$ cat src/sv/sndc_pkg.sv
// Shared constants and register codes for the strided N-d copy address generator.
// No dependencies; imported by every module of the block.
`default_nettype none

package sndc_pkg;

  localparam int unsigned MAX_DIMS_DEF   = 4;
  localparam int unsigned FIELD_BITS_DEF = 16;
  localparam int unsigned ADDR_BITS_DEF  = 48;

  localparam int unsigned PACK_BITS      = 64;
  localparam int unsigned DIM_CNT_BITS   = 3;
  localparam int unsigned BYTES_BITS     = 8;
  localparam int unsigned APB_DATA_BITS  = 64;
  localparam int unsigned APB_ADDR_BITS  = 6;
  localparam int unsigned IN_DATA_BITS   = 8;
  localparam int unsigned OUT_DEPTH      = 4;

  localparam logic [BYTES_BITS-1:0] ITEM_BYTES_RST = 8'd4;

  typedef enum logic [2:0] {
    REG_DIM_COUNT     = 3'd0,
    REG_ITEM_BYTES    = 3'd1,
    REG_EXTENT        = 3'd2,
    REG_SRC_STRIDES   = 3'd3,
    REG_DST_STRIDES   = 3'd4,
    REG_SRC_START     = 3'd5,
    REG_SRC_BASE      = 3'd6,
    REG_DST_BASE      = 3'd7
  } reg_idx_e;

endpackage

`default_nettype wire

$ cat src/sv/sndc_out_fifo.sv
// Small register FIFO holding finished moves until the downstream side takes them.
// Depends on sndc_pkg for the default depth.
`default_nettype none

module sndc_out_fifo #(
  parameter int unsigned WIDTH = 8,
  parameter int unsigned DEPTH = sndc_pkg::OUT_DEPTH
) (
  input  wire logic             clk_i,
  input  wire logic             rst_ni,
  input  wire logic             push_i,
  input  wire logic [WIDTH-1:0] data_i,
  input  wire logic             pop_i,
  output logic                  valid_o,
  output logic      [WIDTH-1:0] data_o
);
  import sndc_pkg::*;

  localparam int unsigned PTR_W = (DEPTH > 1) ? $clog2(DEPTH) : 1;
  localparam int unsigned CNT_W = $clog2(DEPTH + 1);

  logic [DEPTH-1:0][WIDTH-1:0] mem_q;
  logic [PTR_W-1:0]            wr_ptr_q, rd_ptr_q;
  logic [CNT_W-1:0]            cnt_q;
  logic                        do_pop;

  assign valid_o = (cnt_q != '0);
  assign do_pop  = pop_i & valid_o;
  assign data_o  = mem_q[rd_ptr_q];

  always_ff @(posedge clk_i or negedge rst_ni) begin
    if (!rst_ni) begin
      wr_ptr_q <= '0;
      rd_ptr_q <= '0;
      cnt_q    <= '0;
    end else begin
      if (push_i) begin
        wr_ptr_q <= (32'(wr_ptr_q) == DEPTH - 1) ? '0 : wr_ptr_q + PTR_W'(1);
      end
      if (do_pop) begin
        rd_ptr_q <= (32'(rd_ptr_q) == DEPTH - 1) ? '0 : rd_ptr_q + PTR_W'(1);
      end
      cnt_q <= cnt_q + CNT_W'(push_i) - CNT_W'(do_pop);
    end
  end

  always_ff @(posedge clk_i) begin
    if (push_i) begin
      mem_q[wr_ptr_q] <= data_i;
    end
  end

endmodule

`default_nettype wire

$ cat config.mk
export PLATFORM = sky130hd
export DESIGN_NAME = sndc_out_fifo
export DESIGN_NICKNAME = d
export VERILOG_FILES = /design/src/sv/sndc_pkg.sv /design/src/sv/sndc_out_fifo.sv
export SDC_FILE = /design/constraint.sdc
export NUM_CORES = 1
export LEC_CHECK = 0
export ABC_AREA = 1
export BUFFER_PORTS_ARGS = -buffer_cell sky130_fd_sc_hd__buf_2
export CORE_ASPECT_RATIO = 1.2
export CORE_UTILIZATION = 40
export CTS_CLUSTER_SIZE = 40
export DETAILED_ROUTE_END_ITERATION = 10
export PLACE_DENSITY = 0.68
export SLEW_MARGIN = 20
export SYNTH_ARGS = -nofsm -noshare
export SYNTH_HDL_FRONTEND = slang
export SYNTH_SLANG_ARGS = --single-unit
$ cat constraint.sdc
create_clock -name clk_i -period 5.21 [get_ports clk_i]
set_input_delay 1.042 -clock clk_i [delete_from_list [all_inputs] [get_ports clk_i]]
set_output_delay 1.042 -clock clk_i [all_outputs]
set_load 0.05 [all_outputs]
### Yosys cells after proc, flatten, opt, wreduce, memory -nomap -nowiden

Cells that the tools add are included.

| operators by class | value |
|---|---|
| add/sub/neg operators | 4 |
| magnitude comparators | 3 |
| equal/unequal tests | 2 |
| multiplexer cells | 7 |
| bitwise gates (word level) | 1 |
| reduce and logical (&&, ||, !) cells | 2 |

Operators by type and width:

| kind | count |
|---|---|
| $bwmux 32 | 1 |
| $bmux 8 s2 | 1 |
| $demux 8 s2 | 1 |
| $mux 8 | 2 |
| $lt 2x3->1 const B | 2 |
| $add 2x1->2 const B | 2 |
| $eq 2x2->1 const B | 2 |
| $mux 2 | 2 |
| $add 3x1->3 | 1 |
| $reduce_bool 3->1 | 1 |
| $sub 3x1->3 | 1 |
| $ge 2x1->1 const B | 1 |
| $and 1x1->1 | 1 |
| $logic_and 1x1->1 | 1 |

| storage, ports and cells | value |
|---|---|
| flip-flop bits (word level) | 39 |
| input bits | 12 |
| output and inout port bits | 9 |
| word-level logic and storage cells | 26 |

### Depth between registers and ports, before layout

| logic depth | value |
|---|---|
| word-level depth | 5 |
| gate-level depth with buffers | 11 |
| gate-level depth less buffers | 11 |

### Worst setup path after synthesis

Ideal clock, no wire load.

| path | value |
|---|---|
| path type | input port to flip-flop |
| from | input pop_i |
| to | register cnt_q[2] |
| data arrival time | 2.281 ns |
| required time | 5.094 ns |
| path slack | 2.813 ns |
| stages | 9 |
| path through | nand2_1 inv_1 ha_1 inv_1 ha_1 fa_1 xor2_1 nand2_1 nand2_1 |

| between the ends | value |
|---|---|
| longest elaborated chain between the ends | 2 |

Ends and longest elaborated chain:

| item | line | RTL |
|---|---|---|
| start: declaration | sndc_out_fifo.sv:13 | `input wire logic pop_i,` |
| $and 1x1->1 | sndc_out_fifo.sv:28 | `assign do_pop = pop_i & valid_o;` |
| named net do_pop | sndc_out_fifo.sv:25 | `logic do_pop;` |
| $sub 3x1->3 | sndc_out_fifo.sv:43 | `cnt_q <= cnt_q + CNT_W'(push_i) - CNT_W'(do_pop);` |
| end signal: assignment | sndc_out_fifo.sv:43 |  |
| end: declaration | sndc_out_fifo.sv:24 | `logic [CNT_W-1:0] cnt_q;` |

The timed path passes the listed nets, and every way through them passes these cells.
A chain may end at the register's enable or synchronous reset.

### Final worst setup path

| path | value |
|---|---|
| from | register rd_ptr_q[0] |
| to | output data_o[2] |

| between the ends | value |
|---|---|
| longest elaborated chain between the ends | 2 |

Ends and longest elaborated chain:

| item | line | RTL |
|---|---|---|
| start: declaration | sndc_out_fifo.sv:23 | `logic [PTR_W-1:0] wr_ptr_q, rd_ptr_q;` |
| start signal: assignment | sndc_out_fifo.sv:41 | `rd_ptr_q <= (32'(rd_ptr_q) == DEPTH - 1) ? '0 : rd_ptr_q + PTR_W'(1);` |
| $bmux 8 s2 | sndc_out_fifo.sv:29 | `assign data_o = mem_q[rd_ptr_q];` |
| $mux 8 (not written as such) | sndc_out_fifo.sv:29 |  |
| end: declaration | sndc_out_fifo.sv:15 | `output logic [WIDTH-1:0] data_o` |

Every way passes these cells. The select of a mux whose other input is x is not followed.

==> qor.csv <==
metric,value,unit
register area,1140,um2
Final Util,48.9,%
synth warn,0,
Leak,0.881,nW
clock root buffer,clkbuf_8,
vias per cell,4.71,
drt pass-1 iters,4,
"Seq/Total Area, Yosys",65.7,%
critical path class,reg -> out,
Die X,62.0,um
Layout Nets,187,
pre-CTS WS,2.57,ns
Min-Delay Path Class,reg -> reg,
final WL,2880,um
critical path arrival,1.91,ns
Cells after Synth,145,
Multi-input gate area,428,um2
global-route wire length before repair,4640,um
total die area,4590,um2
clock slew at reported path FFs,0.07,ns
FILL cells,371,
all-layer global routing usage,14.7,%
share of cells above drive strength 1,16.7,%
Critical Path RT,4.17,ns
CTS max path bufs,2,
VDD IR max,0.277,mV
post_cts resized,0,
Max Slew Vio Count,0,
Setup Skew,0.00469,ns
"critical path, cell by cell",o211ai_1 > nand2_1 > buf_2,
Initial Util,42.9,%
# setup viols final,0,
Port Buffers,20,
max incr delay on CP,1.02,ns
Critical-path top delay cell,dfrtp_1,
die height,74.0,um
fmax,339,MHz
setup ws final,2.26,ns
"FF+latch count, synth",39,
antenna violations before repair,0,
diode count,0,
crit start category,register,
status,"finished, final reports clean",
CP Capture Type,output port,
CTS Buf Count,5,
I/O pins,21,
Unique masters post-synth,14,
RePlAce Congestion,0.701,
"antenna viol nets, final",0,
clock sinks,39,
fin area,1970,um2
cts hold-fix bufs,0,
Post-Syn Area per Cell,11.9,um2
Post-DP Area,1840,um2
TritonCTS clock tree,done,
"Period Utilization, post-route",56.7,%
Skew-Pair Late Insertion Delay,0.29,ns
Slew @ Worst Pin,1.02,ns
total power,1.24,mW
power density over cell area,630,nW/um2
Post-Syn Area,1730,um2
setup_tns,0,ns
pin count of the biggest net entering global routing,36,
RSZ-0062 raised after global routing,false,
hpwl dp,1990,um
max-cap viol count,0,
Post-CTS Setup Inserts,0,
row cnt,25,
relative slew slack,31.7,%
minimum clock period,2.95,ns
total congestion overflow,0,
Core Box Area,4040,um2
vias in the first global route,1056,
area delta synth->final,14.1,%
Mapped Nets,165,
Top delay family on crit path,flip-flops,
"critical path fanouts, max",35,
initial drt markers,63,
sum of buffers and inverters on the critical path,1,
drc violations,0,
H-tree levels,2,
final hold violation count,0,
wire length per cell,13.0,um
via count,1046,
synth_stat cells:
cell type | n | area share [%]
nand2_1 | 39 | 8.5
nand3_1 | 2 | 0.58
inv_1 | 29 | 6.3
xor2_1 | 1 | 0.51
fa_1 | 1 | 1.2
nor2_1 | 3 | 0.65
edfxtp_1 | 32 | 56
dfrtp_1 | 7 | 10
o211ai_2 | 1 | 0.72
o211ai_1 | 15 | 6.5
ha_1 | 7 | 5.1
xnor2_1 | 1 | 0.51
o21ai_0 | 2 | 0.58
buf_6 | 5 | 3.3
path summary, 6_finish.rpt:
check	cells past startpoint	startpoint	endpoint	slack, ns
min in group asynchronous	1	rst_ni	wr_ptr_q[0]	0.58
worst max register to register	11	cnt_q[1]	cnt_q[2]	3.16
worst min register to register	2	cnt_q[1]	cnt_q[2]	0.54
worst min-delay path	2	cnt_q[1]	cnt_q[2]	0.54
max in group asynchronous	1	rst_ni	rd_ptr_q[1]	4.47
worst max-delay path	3	rd_ptr_q[0]	data_o[2]	2.26
kinds of logic (layout without fill, tap and decap cells):
| kind of cell | count (synthesis) | count (layout) | synth area share [%] |
|---|---|---|---|
| XOR/XNOR | 2 | 2 | 1.01 |
| AND/OR/NAND/NOR | 44 | 44 | 9.70 |
| buffers and inverters | 34 | 57 | 9.55 |
| AO/OA/AOI/OAI | 18 | 18 | 7.81 |
| adder cells (fa/ha/maj) | 8 | 8 | 6.22 |
| flip-flops | 39 | 39 | 65.7 |
power breakdown:
part	total (mW)	internal (mW)	switching, mW
clock network	0.293	0.191	0.101
logic	0.463	0.133	0.331
registers	0.487	0.410	0.0770
total	1.24	0.734	0.509
worst reg2reg max path, delay by kind of cell, from the launching register on:
family | cells | cell delay [ns]
DFF | 1 | 0.41
xor gates and xnor gates | 1 | 0.17
buffers and inverters | 2 | 0.10
and+or+nand+nor | 5 | 0.41
adders and majority gates | 3 | 0.86
routing by layer:
| metal | vias to the layer above | share of wire (%) | GRT usage (%) |
|---|---|---|---|
| met5 | - | 0 | 0 |
| met4 | 0 | 2.5 | 7.41 |
| met3 | 8 | 5.2 | 5.04 |
| met2 | 26 | 50 | 24.2 |
| met1 | 489 | 42 | 16.6 |
| li1 | 523 | - | - |
metrics by stage:
step,hold WS (ns),cells
CTS,0.528,222
floorplan,0.464,145
detailed placement,0.511,214
finish,0.540,222
global placement,0.484,214
global route,0.575,222
cell type report:
class                   count  area share, %
clock buffers               6           3.68
repair buffers             20           5.07
flip-flops and latches     39           57.6
clock inverters             2           3.04
well taps                  54           3.42
inverters                  29           5.52
multi-input cells          72           21.7
flip-flops by register name (all words and copies together), names as in the netlist:
register / count
cnt_q: 3
mem_q: 32
rd_ptr_q: 2
wr_ptr_q: 2
layout by cell type, fill, tap and decap left out, drive strengths merged:
cell type   n
buf        20
bufinv      2
clkbuf      6
dfrtp       7
edfxtp     32
fa          1
ha          7
inv        29
nand2      39
nand3       2
nor2        3
o211ai     16
o21ai       2
xnor2       1
xor2        1
No activity file was read; power rests on OpenSTA's default activity.
