===== src/sv/sndc_pkg.sv =====
// Shared constants and register codes for the strided N-d copy address generator.
// No dependencies; imported by every module of the block.
`default_nettype none

package sndc_pkg;

  localparam int unsigned MAX_DIMS_DEF   = 4;
  localparam int unsigned FIELD_BITS_DEF = 16;
  localparam int unsigned ADDR_BITS_DEF  = 48;

  localparam int unsigned PACK_BITS      = 64;
  localparam int unsigned DIM_CNT_BITS   = 3;
  localparam int unsigned BYTES_BITS     = 8;
  localparam int unsigned APB_DATA_BITS  = 64;
  localparam int unsigned APB_ADDR_BITS  = 6;
  localparam int unsigned IN_DATA_BITS   = 8;
  localparam int unsigned OUT_DEPTH      = 4;

  localparam logic [BYTES_BITS-1:0] ITEM_BYTES_RST = 8'd4;

  typedef enum logic [2:0] {
    REG_DIM_COUNT     = 3'd0,
    REG_ITEM_BYTES    = 3'd1,
    REG_EXTENT        = 3'd2,
    REG_SRC_STRIDES   = 3'd3,
    REG_DST_STRIDES   = 3'd4,
    REG_SRC_START     = 3'd5,
    REG_SRC_BASE      = 3'd6,
    REG_DST_BASE      = 3'd7
  } reg_idx_e;

endpackage

`default_nettype wire


===== src/sv/sndc_index_walker.sv =====
// Odometer index counters and the first pipeline register of the address generator.
// Depends on sndc_pkg for field and register widths.
`default_nettype none

module sndc_index_walker #(
  parameter int unsigned MAX_DIMS   = sndc_pkg::MAX_DIMS_DEF,
  parameter int unsigned FIELD_BITS = sndc_pkg::FIELD_BITS_DEF
) (
  input  wire logic                               clk_i,
  input  wire logic                               rst_ni,
  input  wire logic                               accept_i,
  input  wire logic                               restart_i,
  input  wire logic [sndc_pkg::DIM_CNT_BITS-1:0]  dim_count_i,
  input  wire logic [sndc_pkg::BYTES_BITS-1:0]    item_bytes_i,
  input  wire logic [sndc_pkg::PACK_BITS-1:0]     extent_i,
  output logic                                    valid_o,
  output logic      [MAX_DIMS-1:0][FIELD_BITS-1:0] idx_o,
  output logic      [MAX_DIMS-1:0]                used_o,
  output logic                                    last_o,
  output logic      [sndc_pkg::BYTES_BITS-1:0]    bytes_o
);
  import sndc_pkg::*;

  logic [MAX_DIMS-1:0][FIELD_BITS-1:0] cnt_q, cnt_d;
  logic [MAX_DIMS-1:0][FIELD_BITS-1:0] idx_cur;
  logic [MAX_DIMS-1:0]                 used;
  logic                                done;
  logic                                valid_q;
  logic [MAX_DIMS-1:0][FIELD_BITS-1:0] idx_q;
  logic [MAX_DIMS-1:0]                 used_q;
  logic                                last_q;
  logic [BYTES_BITS-1:0]               bytes_q;

  always_comb begin
    logic                  carry;
    logic [FIELD_BITS:0]   nxt;
    logic [FIELD_BITS-1:0] ext;
    carry   = 1'b1;
    idx_cur = restart_i ? '0 : cnt_q;
    cnt_d   = idx_cur;
    for (int k = MAX_DIMS - 1; k >= 0; k--) begin
      used[k] = (32'(dim_count_i) > k);
      ext     = extent_i[k*FIELD_BITS +: FIELD_BITS];
      if (ext == '0) begin
        ext = FIELD_BITS'(1);
      end
      nxt = {1'b0, idx_cur[k]} + (FIELD_BITS+1)'(1);
      if (used[k] && carry) begin
        if (nxt < {1'b0, ext}) begin
          cnt_d[k] = nxt[FIELD_BITS-1:0];
          carry    = 1'b0;
        end else begin
          cnt_d[k] = '0;
        end
      end
    end
    done = carry;
  end

  always_ff @(posedge clk_i or negedge rst_ni) begin
    if (!rst_ni) begin
      cnt_q   <= '0;
      valid_q <= 1'b0;
    end else begin
      valid_q <= accept_i;
      if (accept_i) begin
        cnt_q <= cnt_d;
      end
    end
  end

  always_ff @(posedge clk_i) begin
    if (accept_i) begin
      idx_q   <= idx_cur;
      used_q  <= used;
      last_q  <= done;
      bytes_q <= item_bytes_i;
    end
  end

  assign valid_o = valid_q;
  assign idx_o   = idx_q;
  assign used_o  = used_q;
  assign last_o  = last_q;
  assign bytes_o = bytes_q;

endmodule

`default_nettype wire


===== config.mk =====
export PLATFORM = sky130hd
export DESIGN_NAME = sndc_index_walker
export DESIGN_NICKNAME = d
export VERILOG_FILES = /design/src/sv/sndc_pkg.sv /design/src/sv/sndc_index_walker.sv
export SDC_FILE = /design/constraint.sdc
export NUM_CORES = 1
export LEC_CHECK = 0
export BUFFER_PORTS_ARGS = -buffer_cell sky130_fd_sc_hd__buf_2
export CAP_MARGIN = 15
export CORE_ASPECT_RATIO = 1.1
export CORE_MARGIN = 5
export CORE_UTILIZATION = 42
export DETAILED_ROUTE_END_ITERATION = 10
export PLACE_DENSITY_LB_ADDON = 0.2
export SLEW_MARGIN = 30
export SYNTH_ARGS = -nofsm -noshare
export SYNTH_HDL_FRONTEND = slang
export SYNTH_SLANG_ARGS = --single-unit

===== constraint.sdc =====
create_clock -name clk_i -period 4.7 [get_ports clk_i]
set_input_delay 0.235 -clock clk_i [delete_from_list [all_inputs] [get_ports clk_i]]
set_output_delay 0.235 -clock clk_i [all_outputs]
set_load 0.05 [all_outputs]

## After elaboration in Yosys (flattened, before gate mapping)

Cells that the tools add are included.

- Add/subtract/negate cells: 4
- Magnitude comparators: 8
- Muxes and demuxes: 21
- Reductions and logical operators: 7

Operators by type and width:

| kind | count |
|---|---|
| two-way mux 16 bit | 12 |
| adder 16 x 1 -> 17 bit (second input constant) | 4 |
| < comparator 17 x 16 -> 1 bit | 4 |
| logical NOT 16 bit | 4 |
| two-way mux 64 bit | 1 |
| two-way mux 1 bit | 8 |
| > comparator 3 x 1 -> 1 bit (second input constant) | 2 |
| > comparator 3 x 2 -> 1 bit (second input constant) | 2 |
| logical AND 1 bit | 3 |

- Register bits after elaboration: 142
- Input port bits: 79
- Output and inout bits: 78
- Logic and storage cells: 52

## Logic depth before layout (Yosys ltp)

- Depth after elaboration: 11
- Mapped depth: 27
- Depth with buffers taken out: 18

## Worst setup path after synthesis

No wires, ideal clock.

- Path kind: input -> register
- From: input restart_i
- To: register cnt_q[35] in the netlist's numbering
- Library setup time: 0.121 ns
- Arrival time: 5.123 ns
- Required time: 4.579 ns
- Slack: -0.544 ns
- Stages on the path: 26
- Buffers on the path: 10
- Cell sequence: buf_6 > buf_6 > buf_6 > buf_2 > buf_2 > buf_2 > clkbuf_1 > clkbuf_1 > nor2b_1 > ha_1 > and4b_1 > nand4_1 > nor2b_1 > nand2b_1 > or3_1 > a21oi_1 > ha_1 > nand4_1 > or2_2 > or3_1 > and2_1 > buf_2 > and3_4 > and2_1 > buf_2 > a22o_1

RTL lines:

| item | line | RTL |
|---|---|---|
| start: declaration | sndc_index_walker.sv:12 | `input wire logic restart_i,` |
| end signal: assignment | sndc_index_walker.sv:67 | `cnt_q <= cnt_d;` |
| end: declaration | sndc_index_walker.sv:24 | `logic [MAX_DIMS-1:0][FIELD_BITS-1:0] cnt_q, cnt_d;` |

==> reports/metrics.cfg <==
[outcome]
status = complete, no violations

[min_path]
hold_class = in -> reg
holdPathEnd = used_o[0]$_DFFE_PP_
hold_depth = 2
holdCritStartpoint = dim_count_i[1]

[floorplan]
die_h_um = 162.6
die_w_um = 148.8
core_sq_um = 20710
rows = 55
die_area_sq_um = 24190
ios = 157
start_util = 0.4294

[sta]
skew_ps = 11.65
worst_slack_ps = 359.8
min_period_ps = 4340
finalSetupTns_ps = 0
hold_viol_final = 0
finalMaxSlewViolations = 0
rsz0062_at_grt = false
max_freq_mhz = 230.4
worst_slew_pin_slew_ps = 841.7
setup_viol = 0
min_period_over_period = 0.9235
slew_headroom = 0.4354

[setup_path]
worstPathMaxFanout = 13
worst-path-stages = 16
path_buf_inv = 2
cp_cell_sequence = nor2b_2 > nand3_1 > or2_1 > or3_1 > nor4_2 > xor2_1 > ha_1 > o21a_1 > a21o_1 > a221o_1 > or2_1 > o211ai_4 > buf_4 > a211oi_4 > buf_12 > a22o_1
endpoint_kind = register
r2r_slack_ps = 360
r2r-end = cnt_q[10]$_DFFE_PN0P_
crit_type = reg -> reg
cp.arrival_ps = 4660
crit_top_cell = or2_1
cp_top_family = simple AND/OR/NAND/NOR gates
worstSetupStartpointType = register
reg2reg_depth = 16
crit_required_ps = 5020
slowest_stage = or3_1
slowest_delay_ps = 500
r2r_start = cnt_q[18]$_DFFE_PN0P_

[grt]
grt_max_degree = 66
grtUsageTotal = 0.1917
grt_pass1_vias = 7283
grt.overflow.total = 0
grt_first_pass_wirelength_um = 37410
antenna_found_initial = 2

[cts]
path_clk_slew_ps = 60
clock-sinks = 142
cts_max_path_buffers = 2
cts_buffers = 17
cts_resized = 0
cts-root-buf = clkbuf_16
tritoncts = done
clk_latency_ps = 430
cts.htree.levels = 4

[layout]
layout.cells.non_filler = 1365
n_antenna_cell = 0
final_common_cell = buf_2
drive_gt1_frac = 0.2315
area_growth_pct = 22.38
final_cell_mix = 154 x buf_2, 77 x edfxtp_1, 73 x inv_1
num-nets-final = 1210
stdcell_area_sq_um = 10890

[power]
pwr_density_cell_nw_per_um2 = 304.8
leakage_nw = 5.176
p_total_w = 0.003318
vdd_drop_max_mv = 0.2520

[place]
dp_hpwl_um = 16740
dpl_worst_slack_ps = 216.2
routabilityCongestion = 0.8273
placed_cell_area_sq_um = 10150
port_buffers = 156
dp_cells = 1322

[synth]
synth-edff-count = 77
synth_compound_area_frac = 0.1674
yosysTopAreaCell = edfxtp_1
syn_inst = 886
yosysUniqueCellTypes = 79
synth-async-reset-ratio = 0.4577
synthMuxAreaShare = 0.004501
yosysSeqAreaShare = 0.4428
avgSynthCellArea_sq_um = 10.04
post-synth-top-area-fraction = 0.2600
yosys.area_share.xor_xnor = 0.04726
syn-cell-area_sq_um = 8895
synthFlopType = edfxtp_1
ys.warnings.count = 0
synth_nets = 1029
synthAdderAreaFrac = 0.09003
synth_simple_gate_area_share = 0.1951
synthTopCellsByArea = edfxtp_1 26%, dfrtp_1 18%, ha_1 9.0%
ys_ff_latch = 142
synth_top_family_by_area = simple AND/OR/NAND/NOR gates

[route]
drcViolationCount = 0
drt_wl_total_um = 23130
drtPass1Iterations = 5
dr.first_iter.drc_count = 511
vias_per_cell = 5.374
drt-wirelength-per-cell_um = 16.95
num_vias = 7335
final_antenna_net_count = 0

[flow_run]
cap_viol_max_count = 0

## cell type report
type,instances,area (sq um)
Fill cell,1872,9828
Multi-Input combinational cell,632,4521
Sequential cell,142,3939
Timing Repair Buffer,199,1160
Clock buffer,20,436.7
Tap cell,285,356.6
Inverter,75,281.5
Clock inverter,12,191.4
## registers in the layout (all words and copies together) (netlist names)
signal   count
cnt_q       64
idx_o       64
bytes_o      8
used_o       4
last_o       1
valid_o      1
## layer usage
metal / GRT usage / part of all wire / vias up
li1: - / - / 3592
met5: 0 / 0.00091 / -
met1: 0.2640 / 0.47 / 3524
met2: 0.3101 / 0.46 / 194
met3: 0.04147 / 0.056 / 21
met4: 0.04702 / 0.012 / 4
## power by group
group	switching, W	total [W]	leakage [nW]	internal [W]
registers	0.0000289	0.00140	1.65	0.00137
clock network	0.000532	0.00147	0.301	0.000938
logic	0.000317	0.000450	3.23	0.000133
total	0.000878	0.00332	5.18	0.00244
## synthesized netlist by cell type (7+ instances only)
library cell	n
edfxtp_1	77
inv_1	73
dfrtp_1	65
ha_1	64
nor2b_1	61
nand2_1	59
o21ai_0	53
nor2_1	44
a21oi_1	38
a22o_1	33
xor2_1	31
nand3_1	27
clkbuf_1	21
nand4_1	18
xnor2_1	17
a21o_1	15
nor3_1	14
nor4_1	13
buf_2	10
and3_1	7
nand3b_1	7
o21a_1	7
o31ai_1	7
## stage by stage
step | utilization | hold WS, ps
finish | 0.5255 | 210.4
global route | 0.5255 | 220.6
floorplan | - | -60.59
detailed placement | 0.4899 | 414.1
global placement | 0.4899 | 411.4
CTS | 0.5241 | 55.09
## worst reg2reg max path, delay by kind of cell (launching register included)
family	cells	cell delay, ps
DFF	1	410
buffers and inverters	2	340
xor gates and xnor gates	1	230
and+or+nand+nor	6	1830
adders and majority gates	1	280
AOI/OAI and AO/OA	6	1160
## how the worst max path moves through the flow
| stage | startpoint | endpoint | slack (ps) |
|---|---|---|---|
| 6_report | cnt_q[18]$_DFFE_PN0P_ | cnt_q[10]$_DFFE_PN0P_ | 360 |
| 5_1_grt | cnt_q[32]$_DFFE_PN0P_ | cnt_q[34]$_DFFE_PN0P_ | 80 |
| 4_1_cts | cnt_q[16]$_DFFE_PN0P_ | cnt_q[14]$_DFFE_PN0P_ | 330 |
| 3_5_place_dp | restart_i | cnt_q[14]$_DFFE_PN0P_ | 220 |
| 3_3_place_gp | restart_i | cnt_q[14]$_DFFE_PN0P_ | 300 |
| 2_1_floorplan | restart_i | cnt_q[14]$_DFFE_PN0P_ | 9 |
## cell families after synthesis
logic type,count (synthesis)
XOR/XNOR,48
buffers and inverters,112
flip-flops,142
adder cells (fa/ha/maj),64
multiplexers,4
AO/OA/AOI/OAI,212
AND/OR/NAND/NOR,304
## what timing repair did
item	CTS	global route
buffers inserted	0	2
endpoints found under the hold margin	8	54
hold buffers	8	1
setup endpoints to repair	0	4
Note: power is estimated with default switching activity, not from simulation.
