--- src/sv/sndc_pkg.sv ---
// Shared constants and register codes for the strided N-d copy address generator.
// No dependencies; imported by every module of the block.
`default_nettype none

package sndc_pkg;

  localparam int unsigned MAX_DIMS_DEF   = 4;
  localparam int unsigned FIELD_BITS_DEF = 16;
  localparam int unsigned ADDR_BITS_DEF  = 48;

  localparam int unsigned PACK_BITS      = 64;
  localparam int unsigned DIM_CNT_BITS   = 3;
  localparam int unsigned BYTES_BITS     = 8;
  localparam int unsigned APB_DATA_BITS  = 64;
  localparam int unsigned APB_ADDR_BITS  = 6;
  localparam int unsigned IN_DATA_BITS   = 8;
  localparam int unsigned OUT_DEPTH      = 4;

  localparam logic [BYTES_BITS-1:0] ITEM_BYTES_RST = 8'd4;

  typedef enum logic [2:0] {
    REG_DIM_COUNT     = 3'd0,
    REG_ITEM_BYTES    = 3'd1,
    REG_EXTENT        = 3'd2,
    REG_SRC_STRIDES   = 3'd3,
    REG_DST_STRIDES   = 3'd4,
    REG_SRC_START     = 3'd5,
    REG_SRC_BASE      = 3'd6,
    REG_DST_BASE      = 3'd7
  } reg_idx_e;

endpackage

`default_nettype wire

--- src/sv/sndc_cfg_regs.sv ---
// APB configuration register file of the strided copy address generator.
// Depends on sndc_pkg for register codes, widths and reset values.
`default_nettype none

module sndc_cfg_regs #(
  parameter int unsigned ADDR_BITS = sndc_pkg::ADDR_BITS_DEF
) (
  input  wire logic                                 clk_i,
  input  wire logic                                 rst_ni,
  input  wire logic                                 psel,
  input  wire logic                                 penable,
  input  wire logic                                 pwrite,
  input  wire logic [sndc_pkg::APB_ADDR_BITS-1:0]   paddr,
  input  wire logic [sndc_pkg::APB_DATA_BITS-1:0]   pwdata,
  output logic      [sndc_pkg::APB_DATA_BITS-1:0]   prdata,
  output logic                                      pready,
  output logic      [sndc_pkg::DIM_CNT_BITS-1:0]    dim_count_o,
  output logic      [sndc_pkg::BYTES_BITS-1:0]      item_bytes_o,
  output logic      [sndc_pkg::PACK_BITS-1:0]       extent_o,
  output logic      [sndc_pkg::PACK_BITS-1:0]       src_strides_o,
  output logic      [sndc_pkg::PACK_BITS-1:0]       dst_strides_o,
  output logic      [sndc_pkg::PACK_BITS-1:0]       src_start_o,
  output logic      [ADDR_BITS-1:0]                 src_base_o,
  output logic      [ADDR_BITS-1:0]                 dst_base_o
);
  import sndc_pkg::*;

  logic [DIM_CNT_BITS-1:0] dim_count_q;
  logic [BYTES_BITS-1:0]   item_bytes_q;
  logic [PACK_BITS-1:0]    extent_q;
  logic [PACK_BITS-1:0]    src_strides_q;
  logic [PACK_BITS-1:0]    dst_strides_q;
  logic [PACK_BITS-1:0]    src_start_q;
  logic [ADDR_BITS-1:0]    src_base_q;
  logic [ADDR_BITS-1:0]    dst_base_q;
  reg_idx_e                reg_idx;
  logic                    wr_en;

  assign pready  = 1'b1;
  assign reg_idx = reg_idx_e'(paddr[APB_ADDR_BITS-1:3]);
  assign wr_en   = psel & penable & pwrite & pready;

  always_ff @(posedge clk_i or negedge rst_ni) begin
    if (!rst_ni) begin
      dim_count_q   <= '0;
      item_bytes_q  <= ITEM_BYTES_RST;
      extent_q      <= '0;
      src_strides_q <= '0;
      dst_strides_q <= '0;
      src_start_q   <= '0;
      src_base_q    <= '0;
      dst_base_q    <= '0;
    end else if (wr_en) begin
      case (reg_idx)
        REG_DIM_COUNT:   dim_count_q   <= pwdata[DIM_CNT_BITS-1:0];
        REG_ITEM_BYTES:  item_bytes_q  <= pwdata[BYTES_BITS-1:0];
        REG_EXTENT:      extent_q      <= pwdata[PACK_BITS-1:0];
        REG_SRC_STRIDES: src_strides_q <= pwdata[PACK_BITS-1:0];
        REG_DST_STRIDES: dst_strides_q <= pwdata[PACK_BITS-1:0];
        REG_SRC_START:   src_start_q   <= pwdata[PACK_BITS-1:0];
        REG_SRC_BASE:    src_base_q    <= pwdata[ADDR_BITS-1:0];
        REG_DST_BASE:    dst_base_q    <= pwdata[ADDR_BITS-1:0];
        default: ;
      endcase
    end
  end

  always_comb begin
    case (reg_idx)
      REG_DIM_COUNT:   prdata = APB_DATA_BITS'(dim_count_q);
      REG_ITEM_BYTES:  prdata = APB_DATA_BITS'(item_bytes_q);
      REG_EXTENT:      prdata = APB_DATA_BITS'(extent_q);
      REG_SRC_STRIDES: prdata = APB_DATA_BITS'(src_strides_q);
      REG_DST_STRIDES: prdata = APB_DATA_BITS'(dst_strides_q);
      REG_SRC_START:   prdata = APB_DATA_BITS'(src_start_q);
      REG_SRC_BASE:    prdata = APB_DATA_BITS'(src_base_q);
      REG_DST_BASE:    prdata = APB_DATA_BITS'(dst_base_q);
      default:         prdata = '0;
    endcase
  end

  assign dim_count_o   = dim_count_q;
  assign item_bytes_o  = item_bytes_q;
  assign extent_o      = extent_q;
  assign src_strides_o = src_strides_q;
  assign dst_strides_o = dst_strides_q;
  assign src_start_o   = src_start_q;
  assign src_base_o    = src_base_q;
  assign dst_base_o    = dst_base_q;

endmodule

`default_nettype wire

--- config.mk ---
export PLATFORM = sky130hd
export DESIGN_NAME = sndc_cfg_regs
export DESIGN_NICKNAME = d
export VERILOG_FILES = /design/src/sv/sndc_pkg.sv /design/src/sv/sndc_cfg_regs.sv
export SDC_FILE = /design/constraint.sdc
export NUM_CORES = 1
export LEC_CHECK = 0
export BUFFER_PORTS_ARGS = -buffer_cell sky130_fd_sc_hd__buf_2
export CAP_MARGIN = 20
export CORE_ASPECT_RATIO = 1.2
export CORE_MARGIN = 8
export CORE_UTILIZATION = 42
export DETAILED_ROUTE_END_ITERATION = 12
export GPL_ROUTABILITY_DRIVEN = 0
export PLACE_DENSITY = 0.67
export SYNTH_ARGS = -nofsm -noshare
export SYNTH_HDL_FRONTEND = slang
export SYNTH_SLANG_ARGS = --single-unit
--- constraint.sdc ---
create_clock -name clk_i -period 2.35 [get_ports clk_i]
set_input_delay 0.47 -clock clk_i [delete_from_list [all_inputs] [get_ports clk_i]]
set_output_delay 0.47 -clock clk_i [all_outputs]
set_load 0.01 [all_outputs]
Word level (Yosys, flattened, before mapping)
Cells that the tools add are included.

storage, ports and cells
  input bits = 75
  output and inout port bits = 428
  flip-flop bits (word level) = 363
  logic and storage cells = 27

cells by class
  multiplexer cells = 1
  equal/unequal tests = 7
  reductions and logical operators = 9
  bitwise gates (word level) = 2

operator list
  cell                number
  $pmux 64 s8         1
  $reduce_and 2->1    8
  $eq 3x3->1 const B  4
  $eq 3x2->1 const B  2
  $eq 3x1->1 const B  1
  $logic_not 3->1     1
  $and 1x1->1         2

Depth between registers and ports, before layout
  depth in word-level cells = 3
  mapped depth = 6
  mapped depth without buffers = 3

Least setup slack after synthesis
Ideal clock, no wire load.

  path type = input port to output port
  start = input port paddr[5] in the netlist's numbering
  end = output port prdata[30] in the netlist's numbering
  path slack = 0.223 ns
  required time = 1.880 ns
  buffers on the path = 3
  stages = 5
  arrival time = 1.657 ns
  path through = buf_2 -> clkbuf_1 -> clkbuf_1 -> a21oi_1 -> a221oi_1

on the way
  word-level cells in the longest chain between the ends = 2
  elaborated cells between the ends (all ways) = 9
  those cells by class = eq/ne (7); mux (1); reduce/logical (1)

ends and longest elaborated chain
  element                                   line                 source
  start, declared                           sndc_cfg_regs.sv:13  input wire logic [sndc_pkg::APB_ADDR_BITS-1:0] paddr,
  $eq 3x3->1, or another cell as far along  sndc_cfg_regs.sv:69  case (reg_idx)
  $pmux 64 s8 (*)                           sndc_cfg_regs.sv:69
  end, declared                             sndc_cfg_regs.sv:15  output logic [sndc_pkg::APB_DATA_BITS-1:0] prdata,

Mark *: on every way between the ends. The rest lies on a longest branch, timed or not.

Worst setup path after layout
  start = input port paddr[4] in the netlist's numbering
  end = output port prdata[23] in the netlist's numbering

Same word-level chain as after synthesis.

==> out/qor.yml <==
setup_path:
  worstSetupPathType: "input port to output port"
  crit_chain: "buf_2, buf_12, nand2b_2, nor2_1, buf_4, a221o_1, buf_2"
  crit_path_frequent_cell: "buf_2"
  crit_path_max_fanout: 16
  slowest_delay_ns: 0.40
  arrival_ns: 1.82
  worstSetupEndpointType: "output port"
  start_kind: "input port"
  required_ns: 1.88
  slowest_stage: "a221o_1"
drt:
  drt-pass1-iter-count: 4
  wire_per_inst_um: 25.9
  drc: 0
  viasPerCell: 5.47
  ant_nets: 0
  wl_um: 57500
  via_count: 12200
  drt_iter0_markers: 480
power:
  leakagePower_nw: 11.1
  ir_drop_mv: 0.839
  power_per_cell_area_nw_per_um2: 907
die:
  core_area_um2: 38700
  start_util_pct: 42.5
  io_pins: 503
  die_y_um: 233
  die_x_um: 197
  fp.dieArea_um2: 45800
  rows: 79
flow_run:
  maxCapViolCount: 0
placed_design:
  place_inst: 2146
  numPortBuffers: 498
  dp_hpwl_um: 42300
final_layout:
  layout-drive-gt1-share_pct: 48.5
  final_cells: 2223
  syn_to_final_growth_pct: 30.8
  layout.nets: 1737
timing:
  skew_ns: 0
  max_freq_ghz: 0.437
  finalMaxSlewViolations: 0
  rsz0062_at_grt: "no"
  worst_slew_pin_slew_ns: 0.540
  hold_violations: 0
  period_share_pct: 97.5
  max_slew_margin_pct: 64.0
  finalSetupViolations: 0
  fin_tns_setup_ns: 0
  min_period_ns: 2.29
global_route:
  grt_usage_pct: 24.3
  grt_pass1_wl_um: 85200
  grt_max_degree: 60
  overflow: 0
  grt_pass1_vias: 13100
  grt_antenna_before_repair: 6
run_status:
  status: "finished, final reports clean"
synthesis:
  synth_edf_count: 0
  synth.ff_latch_count: 363
  async_flop_share_pct: 100
  syn_area_um2: 16500
  yosys_warnings: 0
  synth_fp_nets: 1196
  synthDistinctLibCells: 38
  synthFlopType: "dfrtp_1"
  synthCells: 1121
  synth_seq_area_share_pct: 55.2
  synth_area_per_cell_um2: 14.7
clocking:
  cts_tree: "built"
  htree_num_levels: 2
  root_buffer: "clkbuf_16"
  cts_max_path_buffers: 3
  clk_latency_ns: 0.53
  cts_made_buffers: 38
  cts.sink_count: 363
  clkTransAtPathRegs_ns: 0.06
min_path:
  holdCritPathClass: "input port to flop"
-- per-layer routing --
layer  track usage [%]  share of wire [%]  up-vias  routed length (µm)
li1                  -                  -     5267                   -
met1              28.1                 38     6290               21900
met2              42.5                 51      493               29200
met3              7.50                8.4      107                4850
met4              7.88                2.8        2                1600
met5                 0              0.017        -                  10
-- cells in the final DEF, fill, tap and decap left out, types with 5 or more instances in the layout --
cell	Yosys	routed
buf_2	21	495
dfrtp_1	362	362
mux2_1	240	240
mux2_2	152	152
mux2i_1	110	110
buf_4	36	47
clkbuf_16	0	42
buf_12	0	32
o21ai_0	21	21
o22ai_1	17	17
a22oi_1	16	16
o22a_1	13	13
nand2_1	12	12
o221ai_1	12	12
mux4_2	9	9
a221oi_1	10	9
clkbuf_8	0	9
clkinv_2	0	9
nor2_1	9	7
a21oi_1	7	7
clkbuf_1	17	7
diode_2	0	5
nand3_1	5	5
-- sequential cells by signal, indices dropped and copies added, names as in the netlist --
| name | count |
|---|---|
| dst_strides_o | 64 |
| extent_o | 64 |
| src_start_o | 64 |
| src_strides_o | 64 |
| dst_base_o | 48 |
| src_base_o | 48 |
| item_bytes_o | 8 |
| dim_count_o | 3 |
-- worst max-delay path: cells and delay by family --
kind	cells	cell delay, ns
compound gates	1	0.40
buf+inv	4	0.72
simple gates	2	0.21
-- through the flow --
| stage | area, µm² | worst slack, ns | util [%] | power [mW] | hold slack [ns] |
|---|---|---|---|---|---|
| 5_1_grt | 21500 | 0.00247 | 55.6 | 20.5 | 0.197 |
| 3_5_place_dp | 20200 | 0.00650 | 52.1 | 13.5 | 0.434 |
| 6_report | 21500 | 0.0596 | 55.6 | 19.5 | 0.202 |
| 3_3_place_gp | 20200 | 0.0197 | 52.1 | 13.4 | 0.436 |
| 2_1_floorplan | 16500 | 0.223 | - | 10.7 | 0.174 |
| 4_1_cts | 21500 | 0.00802 | 55.5 | 19.7 | 0.178 |
-- final timing paths --
kind                                    from  cells past startpoint                 to  slack (ns)
setup / recovery                    paddr[4]                      7         prdata[23]        0.06
hold / removal                    pwdata[60]                      2    src_start_o[60]        0.20
setup reg to reg              dst_base_o[37]                      1     dst_base_o[37]        1.46
hold reg to reg            src_strides_o[36]                      1  src_strides_o[36]        0.50
max in group asynchronous             rst_ni                      4  dst_strides_o[26]        1.07
min in group asynchronous             rst_ni                      2     src_start_o[0]        0.44
-- where the power goes --
part	switching (mW)	internal, mW
Clock	2.51	3.70
Sequential	1.05	7.48
Combinational	2.54	2.27
-- logic make-up (layout without fill, tap and decap cells) --
logic type / count (synthesis) / count (layout) / synth area share (%)
mux: 511 / 511 / 34.7
flops: 363 / 363 / 55.2
compound gates: 112 / 112 / 4.94
buf+inv: 81 / 652 / 3.01
simple gates: 53 / 53 / 2.15
other cells: 1 / 6 / 0.0228
-- Yosys cell counts (3+ instances only) --
master / count / area (µm²)
o22a_1: 13 / 114
o21ai_0: 21 / 105
buf_6: 4 / 45.0
mux4_2: 9 / 203
a221o_1: 4 / 40.0
nand2b_1: 3 / 18.8
mux2i_1: 110 / 1100
nor2_1: 9 / 33.8
nor3b_1: 4 / 30.0
clkbuf_1: 17 / 63.8
a21oi_1: 7 / 35.0
dfrtp_1: 362 / 9060
and3_1: 4 / 25.0
mux2_1: 240 / 2700
a22oi_1: 16 / 120
nand2_1: 12 / 45.0
o211ai_1: 4 / 30.0
o2bb2ai_1: 4 / 35.0
nand3_1: 5 / 25.0
a32oi_1: 4 / 35.0
buf_4: 36 / 270
o221ai_1: 12 / 105
buf_2: 21 / 105
a221oi_1: 10 / 87.6
o22ai_1: 17 / 106
nor2b_1: 6 / 37.5
mux2_2: 152 / 1710
-- cell type report --
type,instances,area [µm²]
Multi-Input combinational cell,677,6920
Clock inverter,13,123
Sequential cell,363,9080
Fill cell,3302,17200
Timing Repair Buffer,581,3570
Tap cell,526,658
Clock buffer,57,1180
Inverter,1,3.75
Antenna cell,5,12.5
-- what timing repair did --
action	in CTS	in global routing
hold buffers	1	0
gates resized for setup	0	6
endpoints found under the hold margin	48	0
endpoints found under the setup margin	0	16
buffers inserted	0	0
Note: power is estimated with default switching activity, not from simulation.
